### config.mk
export PLATFORM = sky130hd
export DESIGN_NAME = line_editing_input_buffer
export DESIGN_NICKNAME = d
export VERILOG_FILES = /design/src/rtl/leib_pkg.sv /design/src/rtl/leib_cell.sv /design/src/rtl/leib_ring.sv /design/src/rtl/line_editing_input_buffer.sv
export SDC_FILE = /design/constraint.sdc
export NUM_CORES = 2
export LEC_CHECK = 0
export ABC_AREA = 0
export BUFFER_PORTS_ARGS = -buffer_cell sky130_fd_sc_hd__buf_2
export CORE_ASPECT_RATIO = 1.2
export CORE_UTILIZATION = 40
export CTS_CLUSTER_DIAMETER = 100
export DETAILED_ROUTE_END_ITERATION = 16
export MAX_ROUTING_LAYER = met4
export SYNTH_ARGS = -nofsm -noshare
export SYNTH_HDL_FRONTEND = slang
export SYNTH_SLANG_ARGS = --single-unit
### constraint.sdc
create_clock -name clock -period 35.8 [get_ports clock]
set_input_delay 7.16 -clock clock [delete_from_list [all_inputs] [get_ports clock]]
set_output_delay 7.16 -clock clock [all_outputs]
set_load 0.005 [all_outputs]
### src/rtl/leib_pkg.sv
`timescale 1ns / 1ps
// Shared types and constants for the line editing input buffer.
// No dependencies; used by leib_cell, leib_ring, line_editing_input_buffer, line_buffer_checker and testbench.
package leib_pkg;

   // key codes
   localparam logic [7:0] KEY_NUL    = 8'h00;
   localparam logic [7:0] KEY_CTRL_C = 8'h03;
   localparam logic [7:0] KEY_CTRL_D = 8'h04;
   localparam logic [7:0] KEY_BS     = 8'h08;
   localparam logic [7:0] KEY_NL     = 8'h0A;
   localparam logic [7:0] KEY_CR     = 8'h0D;
   localparam logic [7:0] KEY_CTRL_P = 8'h10;
   localparam logic [7:0] KEY_CTRL_U = 8'h15;
   localparam logic [7:0] KEY_HOME   = 8'h7B;
   localparam logic [7:0] KEY_END    = 8'h7D;
   localparam logic [7:0] KEY_DEL    = 8'h7F;

   // request kinds carried in tuser
   localparam logic OP_KEY  = 1'b0;
   localparam logic OP_READ = 1'b1;

   // rotation control for the ring of cells
   typedef struct packed {
      logic fwd;   // cell i takes cell i+1
      logic bwd;   // cell i takes cell i-1
   } shift_type;

   // one result item, line_committed in bit 0
   typedef struct packed {
      logic       end_of_line;
      logic       end_of_file;
      logic       read_empty;
      logic [7:0] read_char;
      logic       read_valid;
      logic       dump_request;
      logic       line_committed;
   } result_type;

   typedef enum logic [2:0] {
      S_IDLE,
      S_SEEK,
      S_KILL,
      S_INSERT,
      S_DELETE,
      S_COMMIT,
      S_READ,
      S_FINISH
   } state_type;

endpackage

### src/rtl/leib_cell.sv
`timescale 1ns / 1ps
// One byte cell of the circulating line store.
// Depends on leib_pkg for the shift control type.
module leib_cell (
   input  logic               clock,
   input  leib_pkg::shift_type ctrl,
   input  logic [7:0]         next_data,
   input  logic [7:0]         prev_data,
   input  logic               load_en,
   input  logic [7:0]         load_data,
   output logic [7:0]         data
);
   import leib_pkg::*;

   logic [7:0] data_ff;
   logic [7:0] data_in;

   // load overrides the neighbor transfer
   always_comb begin
      data_in = data_ff;
      if (load_en) begin
         data_in = load_data;
      end else if (ctrl.fwd) begin
         data_in = next_data;
      end else if (ctrl.bwd) begin
         data_in = prev_data;
      end
   end

   always_ff @(posedge clock) begin
      data_ff <= data_in;
   end

   assign data = data_ff;

endmodule

### src/rtl/leib_ring.sv
`timescale 1ns / 1ps
// Ring of DEPTH byte cells that rotates one place a cycle in either direction.
// Depends on leib_pkg and leib_cell; access is through the first and last cells.
module leib_ring #(
   parameter int DEPTH = 128
) (
   input  logic               clock,
   input  leib_pkg::shift_type ctrl,
   input  logic               load_first_en,
   input  logic [7:0]         load_first_data,
   input  logic               load_last_en,
   input  logic [7:0]         load_last_data,
   output logic [7:0]         first_data,
   output logic [7:0]         last_data
);
   import leib_pkg::*;

   logic [7:0] cell_data [DEPTH];

   // each cell talks only to its two neighbors
   for (genvar i = 0; i < DEPTH; i++) begin : g_cell
      logic       ld_en;
      logic [7:0] ld_data;
      if (i == 0) begin : g_first
         assign ld_en   = load_first_en;
         assign ld_data = load_first_data;
      end else if (i == DEPTH - 1) begin : g_last
         assign ld_en   = load_last_en;
         assign ld_data = load_last_data;
      end else begin : g_mid
         assign ld_en   = 1'b0;
         assign ld_data = 8'h00;
      end
      leib_cell u_cell (
         .clock     (clock),
         .ctrl      (ctrl),
         .next_data (cell_data[(i + 1) % DEPTH]),
         .prev_data (cell_data[(i + DEPTH - 1) % DEPTH]),
         .load_en   (ld_en),
         .load_data (ld_data),
         .data      (cell_data[i])
      );
   end

   assign first_data = cell_data[0];
   assign last_data  = cell_data[DEPTH - 1];

endmodule

### src/rtl/line_editing_input_buffer.sv
`timescale 1ns / 1ps
// Keyboard line buffer with an edit cursor: control sequencer over a ring of cells.
// Depends on leib_pkg and leib_ring.
//
// Usage:
//   Requests arrive on req_*: tuser selects a key event or a one-character
//   read, tdata carries the key byte and the read-started flag. Every
//   request gives exactly one result transfer on rsp_*.
//   The line store is a ring of BUFFER_DEPTH byte cells that rotates one
//   place per cycle; only the first and last cells are accessed. A request
//   that needs the store first rotates the ring to the slot it needs the
//   shorter way round, r rotations (r at most BUFFER_DEPTH/2). A read then
//   takes one byte and a commit writes one; an insert or backspace then
//   moves every byte between the cursor and the line end, and a kill steps
//   back over each killed byte. Cursor moves, dump requests, ignored keys
//   and empty reads need no rotation. A new request is accepted only in
//   idle; the output register is loaded as the sequencer returns to idle.
//   A finished result sits in an output register; while the receiver
//   stalls, the next request is still accepted and worked on, and only its
//   result waits for the register to drain.
//   Reset (synchronous) clears all indices and the ring position; the store
//   contents are undefined until written.
module line_editing_input_buffer #(
   parameter int BUFFER_DEPTH = 128
) (
   input  logic        clock,
   input  logic        reset,
   input  logic        req_tvalid,
   output logic        req_tready,
   input  logic [15:0] req_tdata,   // [7:0] key_code, [8] read_started, rest zero
   input  logic [0:0]  req_tuser,   // [0] op
   output logic        rsp_tvalid,
   input  logic        rsp_tready,
   output logic [15:0] rsp_tdata    // [0] line_committed, [1] dump_request,
                                    // [2] read_valid, [10:3] read_char,
                                    // [11] read_empty, [12] end_of_file,
                                    // [13] end_of_line, rest zero
);
   import leib_pkg::*;

   localparam int IDX_MOD = 2 * BUFFER_DEPTH;
   localparam int IW      = $clog2(IDX_MOD);
   localparam int SW      = $clog2(BUFFER_DEPTH);

   // index arithmetic modulo 2*depth, slots modulo depth
   function automatic logic [IW-1:0] idx_inc(input logic [IW-1:0] a);
      return (a == IW'(IDX_MOD - 1)) ? '0 : a + 1'b1;
   endfunction

   function automatic logic [IW-1:0] idx_dec(input logic [IW-1:0] a);
      return (a == '0) ? IW'(IDX_MOD - 1) : a - 1'b1;
   endfunction

   function automatic logic [IW-1:0] idx_dist(input logic [IW-1:0] a,
                                              input logic [IW-1:0] b);
      return (a >= b) ? a - b : a - b + IW'(IDX_MOD);
   endfunction

   function automatic logic [SW-1:0] idx_slot(input logic [IW-1:0] a);
      return (a >= IW'(BUFFER_DEPTH)) ? SW'(a - IW'(BUFFER_DEPTH)) : SW'(a);
   endfunction

   function automatic logic [SW-1:0] slot_inc(input logic [SW-1:0] a);
      return (a == SW'(BUFFER_DEPTH - 1)) ? '0 : a + 1'b1;
   endfunction

   function automatic logic [SW-1:0] slot_dec(input logic [SW-1:0] a);
      return (a == '0) ? SW'(BUFFER_DEPTH - 1) : a - 1'b1;
   endfunction

   // control and index registers
   state_type     state_ff, state_in;
   state_type     act_ff, act_in;
   logic [SW-1:0] head_ff, head_in;
   logic [SW-1:0] target_ff, target_in;
   logic [IW-1:0] rd_ff, rd_in;
   logic [IW-1:0] cm_ff, cm_in;
   logic [IW-1:0] cur_ff, cur_in;
   logic [IW-1:0] end_ff, end_in;
   logic [IW-1:0] count_ff, count_in;
   logic          first_ff, first_in;
   logic          started_ff, started_in;
   logic [7:0]    carry_ff, carry_in;
   result_type    res_ff, res_in;
   logic          rsp_valid_ff, rsp_valid_in;
   result_type    rsp_data_ff, rsp_data_in;

   // ring interface
   shift_type     ring_ctrl;
   logic          load_first_en, load_last_en;
   logic [7:0]    load_first_data, load_last_data;
   logic [7:0]    cell_first, cell_last;

   // request fields
   logic          req_op;
   logic [7:0]    req_key;
   logic          req_started;
   logic [7:0]    key_ch;
   logic [SW-1:0] seek_diff;
   logic          rsp_free;

   assign req_op      = req_tuser[0];
   assign req_key     = req_tdata[7:0];
   assign req_started = req_tdata[8];
   assign key_ch      = (req_key == KEY_CR) ? KEY_NL : req_key;

   assign seek_diff = (target_ff >= head_ff) ? target_ff - head_ff
                                             : target_ff - head_ff + SW'(BUFFER_DEPTH);
   assign rsp_free  = !rsp_valid_ff || rsp_tready;

   assign req_tready = (state_ff == S_IDLE);

   leib_ring #(.DEPTH(BUFFER_DEPTH)) u_ring (
      .clock           (clock),
      .ctrl            (ring_ctrl),
      .load_first_en   (load_first_en),
      .load_first_data (load_first_data),
      .load_last_en    (load_last_en),
      .load_last_data  (load_last_data),
      .first_data      (cell_first),
      .last_data       (cell_last)
   );

   // sequencer: next state, indices and ring control
   always_comb begin
      state_in        = state_ff;
      act_in          = act_ff;
      target_in       = target_ff;
      rd_in           = rd_ff;
      cm_in           = cm_ff;
      cur_in          = cur_ff;
      end_in          = end_ff;
      count_in        = count_ff;
      first_in        = first_ff;
      started_in      = started_ff;
      carry_in        = carry_ff;
      res_in          = res_ff;
      rsp_valid_in    = rsp_valid_ff && !rsp_tready;
      rsp_data_in     = rsp_data_ff;
      ring_ctrl       = '0;
      load_first_en   = 1'b0;
      load_first_data = carry_ff;
      load_last_en    = 1'b0;
      load_last_data  = carry_ff;

      case (state_ff)
         S_IDLE: begin
            if (req_tvalid) begin
               res_in     = '0;
               state_in   = S_FINISH;
               started_in = req_started;
               first_in   = 1'b1;
               if (req_op == OP_READ) begin
                  if (rd_ff == cm_ff) begin
                     res_in.read_empty = 1'b1;
                  end else begin
                     target_in = idx_slot(rd_ff);
                     act_in    = S_READ;
                     state_in  = S_SEEK;
                  end
               end else begin
                  case (req_key)
                     KEY_HOME: cur_in = cm_ff;
                     KEY_END:  cur_in = end_ff;
                     KEY_CTRL_P: res_in.dump_request = 1'b1;
                     KEY_CTRL_C, KEY_CTRL_U: begin
                        target_in = idx_slot(end_ff);
                        act_in    = S_KILL;
                        state_in  = S_SEEK;
                     end
                     KEY_BS, KEY_DEL: begin
                        if (cur_ff != cm_ff) begin
                           target_in = idx_slot(end_ff);
                           count_in  = idx_dist(end_ff, cur_ff) + 1'b1;
                           act_in    = S_DELETE;
                           state_in  = S_SEEK;
                        end
                     end
                     KEY_NUL: ;
                     default: begin
                        if (idx_dist(end_ff, rd_ff) < IW'(BUFFER_DEPTH)) begin
                           carry_in = key_ch;
                           state_in = S_SEEK;
                           if (key_ch == KEY_NL || key_ch == KEY_CTRL_D ||
                               idx_dist(end_ff, rd_ff) == IW'(BUFFER_DEPTH - 1)) begin
                              target_in = idx_slot(end_ff);
                              act_in    = S_COMMIT;
                           end else begin
                              target_in = idx_slot(cur_ff);
                              count_in  = idx_dist(end_ff, cur_ff) + 1'b1;
                              act_in    = S_INSERT;
                           end
                        end
                     end
                  endcase
               end
            end
         end

         // rotate the shorter way until the target slot sits in the first cell
         S_SEEK: begin
            if (head_ff == target_ff) begin
               state_in = act_ff;
            end else if (seek_diff <= SW'(BUFFER_DEPTH / 2)) begin
               ring_ctrl.fwd = 1'b1;
            end else begin
               ring_ctrl.bwd = 1'b1;
            end
         end

         // last cell holds the byte before end
         S_KILL: begin
            if (end_ff != cm_ff && cell_last != KEY_NL) begin
               ring_ctrl.bwd = 1'b1;
               end_in        = idx_dec(end_ff);
               if (cur_ff != cm_ff) begin
                  cur_in = idx_dec(cur_ff);
               end
            end else begin
               state_in = S_FINISH;
            end
         end

         // walk up from the cursor, each slot takes the byte below it
         S_INSERT: begin
            ring_ctrl.fwd = 1'b1;
            load_last_en  = 1'b1;
            carry_in      = cell_first;
            count_in      = count_ff - 1'b1;
            if (count_ff == IW'(1)) begin
               cur_in   = idx_inc(cur_ff);
               end_in   = idx_inc(end_ff);
               state_in = S_FINISH;
            end
         end

         // walk down from end-1, each slot takes the byte above it
         S_DELETE: begin
            ring_ctrl.bwd = 1'b1;
            load_first_en = !first_ff;
            carry_in      = cell_last;
            first_in      = 1'b0;
            count_in      = count_ff - 1'b1;
            if (count_ff == IW'(1)) begin
               cur_in   = idx_dec(cur_ff);
               end_in   = idx_dec(end_ff);
               state_in = S_FINISH;
            end
         end

         S_COMMIT: begin
            load_first_en         = 1'b1;
            end_in                = idx_inc(end_ff);
            cur_in                = idx_inc(end_ff);
            cm_in                 = idx_inc(end_ff);
            res_in.line_committed = 1'b1;
            state_in              = S_FINISH;
         end

         S_READ: begin
            state_in = S_FINISH;
            if (cell_first == KEY_CTRL_D) begin
               res_in.end_of_file = 1'b1;
               if (!started_ff) begin
                  rd_in = idx_inc(rd_ff);
               end
            end else begin
               rd_in              = idx_inc(rd_ff);
               res_in.read_valid  = 1'b1;
               res_in.read_char   = cell_first;
               res_in.end_of_line = (cell_first == KEY_NL);
            end
         end

         // hand the result to the output register once it has room
         S_FINISH: begin
            if (rsp_free) begin
               rsp_valid_in = 1'b1;
               rsp_data_in  = res_ff;
               state_in     = S_IDLE;
            end
         end

         default: state_in = S_IDLE;
      endcase

      // ring position follows the rotation
      if (ring_ctrl.fwd) begin
         head_in = slot_inc(head_ff);
      end else if (ring_ctrl.bwd) begin
         head_in = slot_dec(head_ff);
      end else begin
         head_in = head_ff;
      end
   end

   // control state
   always_ff @(posedge clock) begin
      if (reset) begin
         state_ff     <= S_IDLE;
         act_ff       <= S_IDLE;
         head_ff      <= '0;
         rd_ff        <= '0;
         cm_ff        <= '0;
         cur_ff       <= '0;
         end_ff       <= '0;
         count_ff     <= '0;
         first_ff     <= 1'b0;
         rsp_valid_ff <= 1'b0;
      end else begin
         state_ff     <= state_in;
         act_ff       <= act_in;
         head_ff      <= head_in;
         rd_ff        <= rd_in;
         cm_ff        <= cm_in;
         cur_ff       <= cur_in;
         end_ff       <= end_in;
         count_ff     <= count_in;
         first_ff     <= first_in;
         rsp_valid_ff <= rsp_valid_in;
      end
   end

   // payload
   always_ff @(posedge clock) begin
      target_ff   <= target_in;
      started_ff  <= started_in;
      carry_ff    <= carry_in;
      res_ff      <= res_in;
      rsp_data_ff <= rsp_data_in;
   end

   assign rsp_tvalid = rsp_valid_ff;
   assign rsp_tdata  = {2'b00, rsp_data_ff};

   // kill loop keeps the ring aligned with the line end
   a_kill_aligned: assert property (@(posedge clock) disable iff (reset)
      state_ff == S_KILL |-> head_ff == idx_slot(end_ff))
      else $error("ring position lost track of line end during kill");

   // buffered data never exceeds the store
   a_room: assert property (@(posedge clock) disable iff (reset)
      idx_dist(end_ff, rd_ff) <= IW'(BUFFER_DEPTH))
      else $error("line store overfilled");

   // cursor stays inside the open line
   a_cursor: assert property (@(posedge clock) disable iff (reset)
      idx_dist(cur_ff, cm_ff) <= idx_dist(end_ff, cm_ff))
      else $error("cursor outside the open line");

   // a pending result waits while the output register is stalled
   a_hold: assert property (@(posedge clock) disable iff (reset)
      state_ff == S_FINISH && rsp_valid_ff && !rsp_tready |=> state_ff == S_FINISH)
      else $error("result dropped while output stalled");

endmodule

==> impl_metrics.toml <==
[synthesis]
yosysSeqAreaShare_pct = 66.2
syn_inst = 5147
synth_top_area_share_pct = 64.0
avgSynthCellArea_um2 = 9.74
ys_ff_latch = 1123
ys.flop_type = "edfxtp_1"
ys_warn_count = 0
synth_cell_types = 76
synth.largest_area_cell = "edfxtp_1"
synth_area_leaders = "edfxtp_1 (64%), nand2_1 (23%), dfxtp_1 (2.2%)"
synthArstFlopShare_pct = 0
synth_edf_count = 1068
synth_area_um2 = 50100

[worst_setup_path]
slowest_stage = "dfxtp_1"
worstPathRequired_ns = 28.64
path_class = "flip-flop to primary output"
worstPathMaxFanout = 18
slowest_delay_ns = 0.51
cp-end-kind = "primary output"
cp_cell_sequence = "nor3_1 > buf_2"
startpoint_type = "flip-flop"
arrival_ns = 1.95

[grt]
grt_usage_pct = 14.8
grt_max_degree = 242
grt_pass1_vias = 31800
grt_overflow_total = 0
grt_pass1_wl_um = 156000
antenna_found_initial = 0

[sta]
max-slew-margin-rel_pct = 21.5
final_max_slew_viol_count = 0
hold_ws_ns = 0.420
max_freq_ghz = 0.110
finalCritPeriodShare_pct = 25.5
finalSetupViolations = 0
tightest_slew_ns = 1.18
fin_crit_ns = 9.11
grt_setup_unrepaired = "no"
tns_ns = 0
hold_violations = 0
skew_ns = 0.0410

[routing]
vias = 33700
wire_per_inst_um = 13.8
first_pass_iters = 5
wirelength_um = 93800
first_iter_violations = 2817
final_antenna_net_count = 0
drc_errors = 0
vias_per_cell = 4.97

[clock_network]
cts_sinks = 1123
path_clk_slew_ns = 0.06
ctsHoldBuffers = 0
cts_inserted_buffers = 113
cts_root_buf = "clkbuf_16"
cts_tree = "built"
cts_resized = 0
clk_latency_ns = 0.73
post_cts_buffers = 0
htreeDepth = 3
clockBufferDepth = 3

[status]
status = "finished, final reports clean"

[floorplan]
fp-row-count = 141
core_area_um2 = 124000
die_w_um = 325
ios = 39
initial_core_util_pct = 40.5
die_area_um2 = 127000
die_h_um = 390

[final_layout]
finish.utilization_pct = 44.6
drive_gt1_share_pct = 4.46
nFillCells = 11900
area_growth_pct = 10.0
n_antenna_cell = 0
finalNetCount = 5105
fin_area_um2 = 55200

[place]
placed_area_um2 = 51500
gp_congestion = 0.841
port_buffers = 29
hpwl_um = 52500

[run]
max-cap-violations = 0

[worst_hold_path]
hp-class = "flip-flop to flip-flop"
cell usage in the layout (no fill, tap or decap), types with 4 or more instances in the layout:
cell and n:
nand2_1 3137, edfxtp_1 1068, clkbuf_16 114, nor2_1 79, a21oi_1 57, dfxtp_1 55
o21ai_0 52, xnor2_1 42, inv_1 41, ha_1 38, clkbuf_1 31, buf_2 29
clkinv_1 27, a31oi_1 26, buf_4 25, nand3_1 23, nor3_1 21, xor2_1 20
mux2i_1 18, clkinv_2 16, and2_1 13, a211oi_1 13, nor2b_1 12, nand4_1 11
nor4_1 10, bufinv_16 10, nand2b_1 9, a22oi_1 8, and3_1 7, buf_12 7
a21o_1 5, o211ai_1 5, o31ai_1 5, a311oi_1 5, o21a_1 4
synth_stat cells (6+ instances only):
master / count
mux2i_1: 18
nor4_1: 10
ha_1: 38
nand2b_1: 9
xor2_1: 20
and3_1: 7
o31ai_1: 6
nor2b_1: 12
a21oi_1: 57
o21ai_0: 53
clkbuf_1: 193
edfxtp_1: 1068
nor2_1: 80
nand4_1: 11
a22oi_1: 8
inv_1: 42
nor3_1: 21
and2_1: 13
nand2_1: 3138
a31oi_1: 26
nand3_1: 23
dfxtp_1: 55
a211oi_1: 13
xnor2_1: 42
buf_2: 80
state kept, by name, summed over array words and instances (netlist names), 3 cells and up:
register	count
cm_ff	8
head_ff	7
rsp_tdata	14
u_ring.g_cell.u_cell.data	1024
end_ff	8
rd_ff	8
res_ff	14
act_ff	3
cur_ff	8
target_ff	7
state_ff	3
carry_ff	8
count_ff	8
path summary, 6_finish.rpt:
kind	start	endpoint	slack [ns]	depth (start not counted)
worst max-delay path	state_ff[0]$_SDFFE_PP0P_	req_tready	26.69	2
worst min-delay path	res_ff[3]$_DFFE_PP_	rsp_tdata[3]$_DFFE_PP_	0.42	0
worst max register to register	head_ff[1]$_SDFFE_PP0P_	u_ring.g_cell[74].u_cell.data[3]$_DFFE_PP_	29.87	14
worst min register to register	res_ff[3]$_DFFE_PP_	rsp_tdata[3]$_DFFE_PP_	0.42	0
critical path, delay by kind of cell, from the launching register on:
kind	cells	cell delay, ns
buffers and inverters	1	0.22
flip-flops	1	0.51
AND/OR/NAND/NOR	1	0.49
per-stage QoR:
| stage | setup slack, ns | cells |
|---|---|---|
| floorplan | 12.72 | 5148 |
| global placement | 26.06 | 6573 |
| detailed placement | 26.05 | 6573 |
| CTS | 26.64 | 6782 |
| global route | 26.58 | 6782 |
| finish | 26.69 | 6782 |
cell type report:
type                            instances  area, um2  area share, %
Inverter                               44        173          0.313
Timing Repair Buffer                   61        473          0.857
Clock buffer                          145       2970           5.38
Sequential cell                      1123      33200           60.1
Clock inverter                         64        647           1.17
Multi-Input combinational cell       3701      15700           28.4
Tap cell                             1644       2060           3.73
logic make-up after synthesis:
family,share of synthesized area (%)
multiplexers,0.404
flip-flops,66.2
adder cells (fa/ha/maj),1.03
other,0.00748
XOR/XNOR,1.08
AO/OA/AOI/OAI,3.01
AND/OR/NAND/NOR,25.7
buffers and inverters,2.64
per-layer routing:
layer | GRT usage [%] | wire length (um) | vias to the layer above
met1 | 19.9 | 44200 | 16400
met2 | 23.2 | 44200 | 455
met3 | 1.91 | 3130 | 149
met4 | 5.06 | 2280 | 0
li1 | - | - | 16700
met5 | - | 0 | -
Power is left out: the tool's default activity adds up to more than one toggle a clock period on the data nets, which glitch-free logic cannot reach.
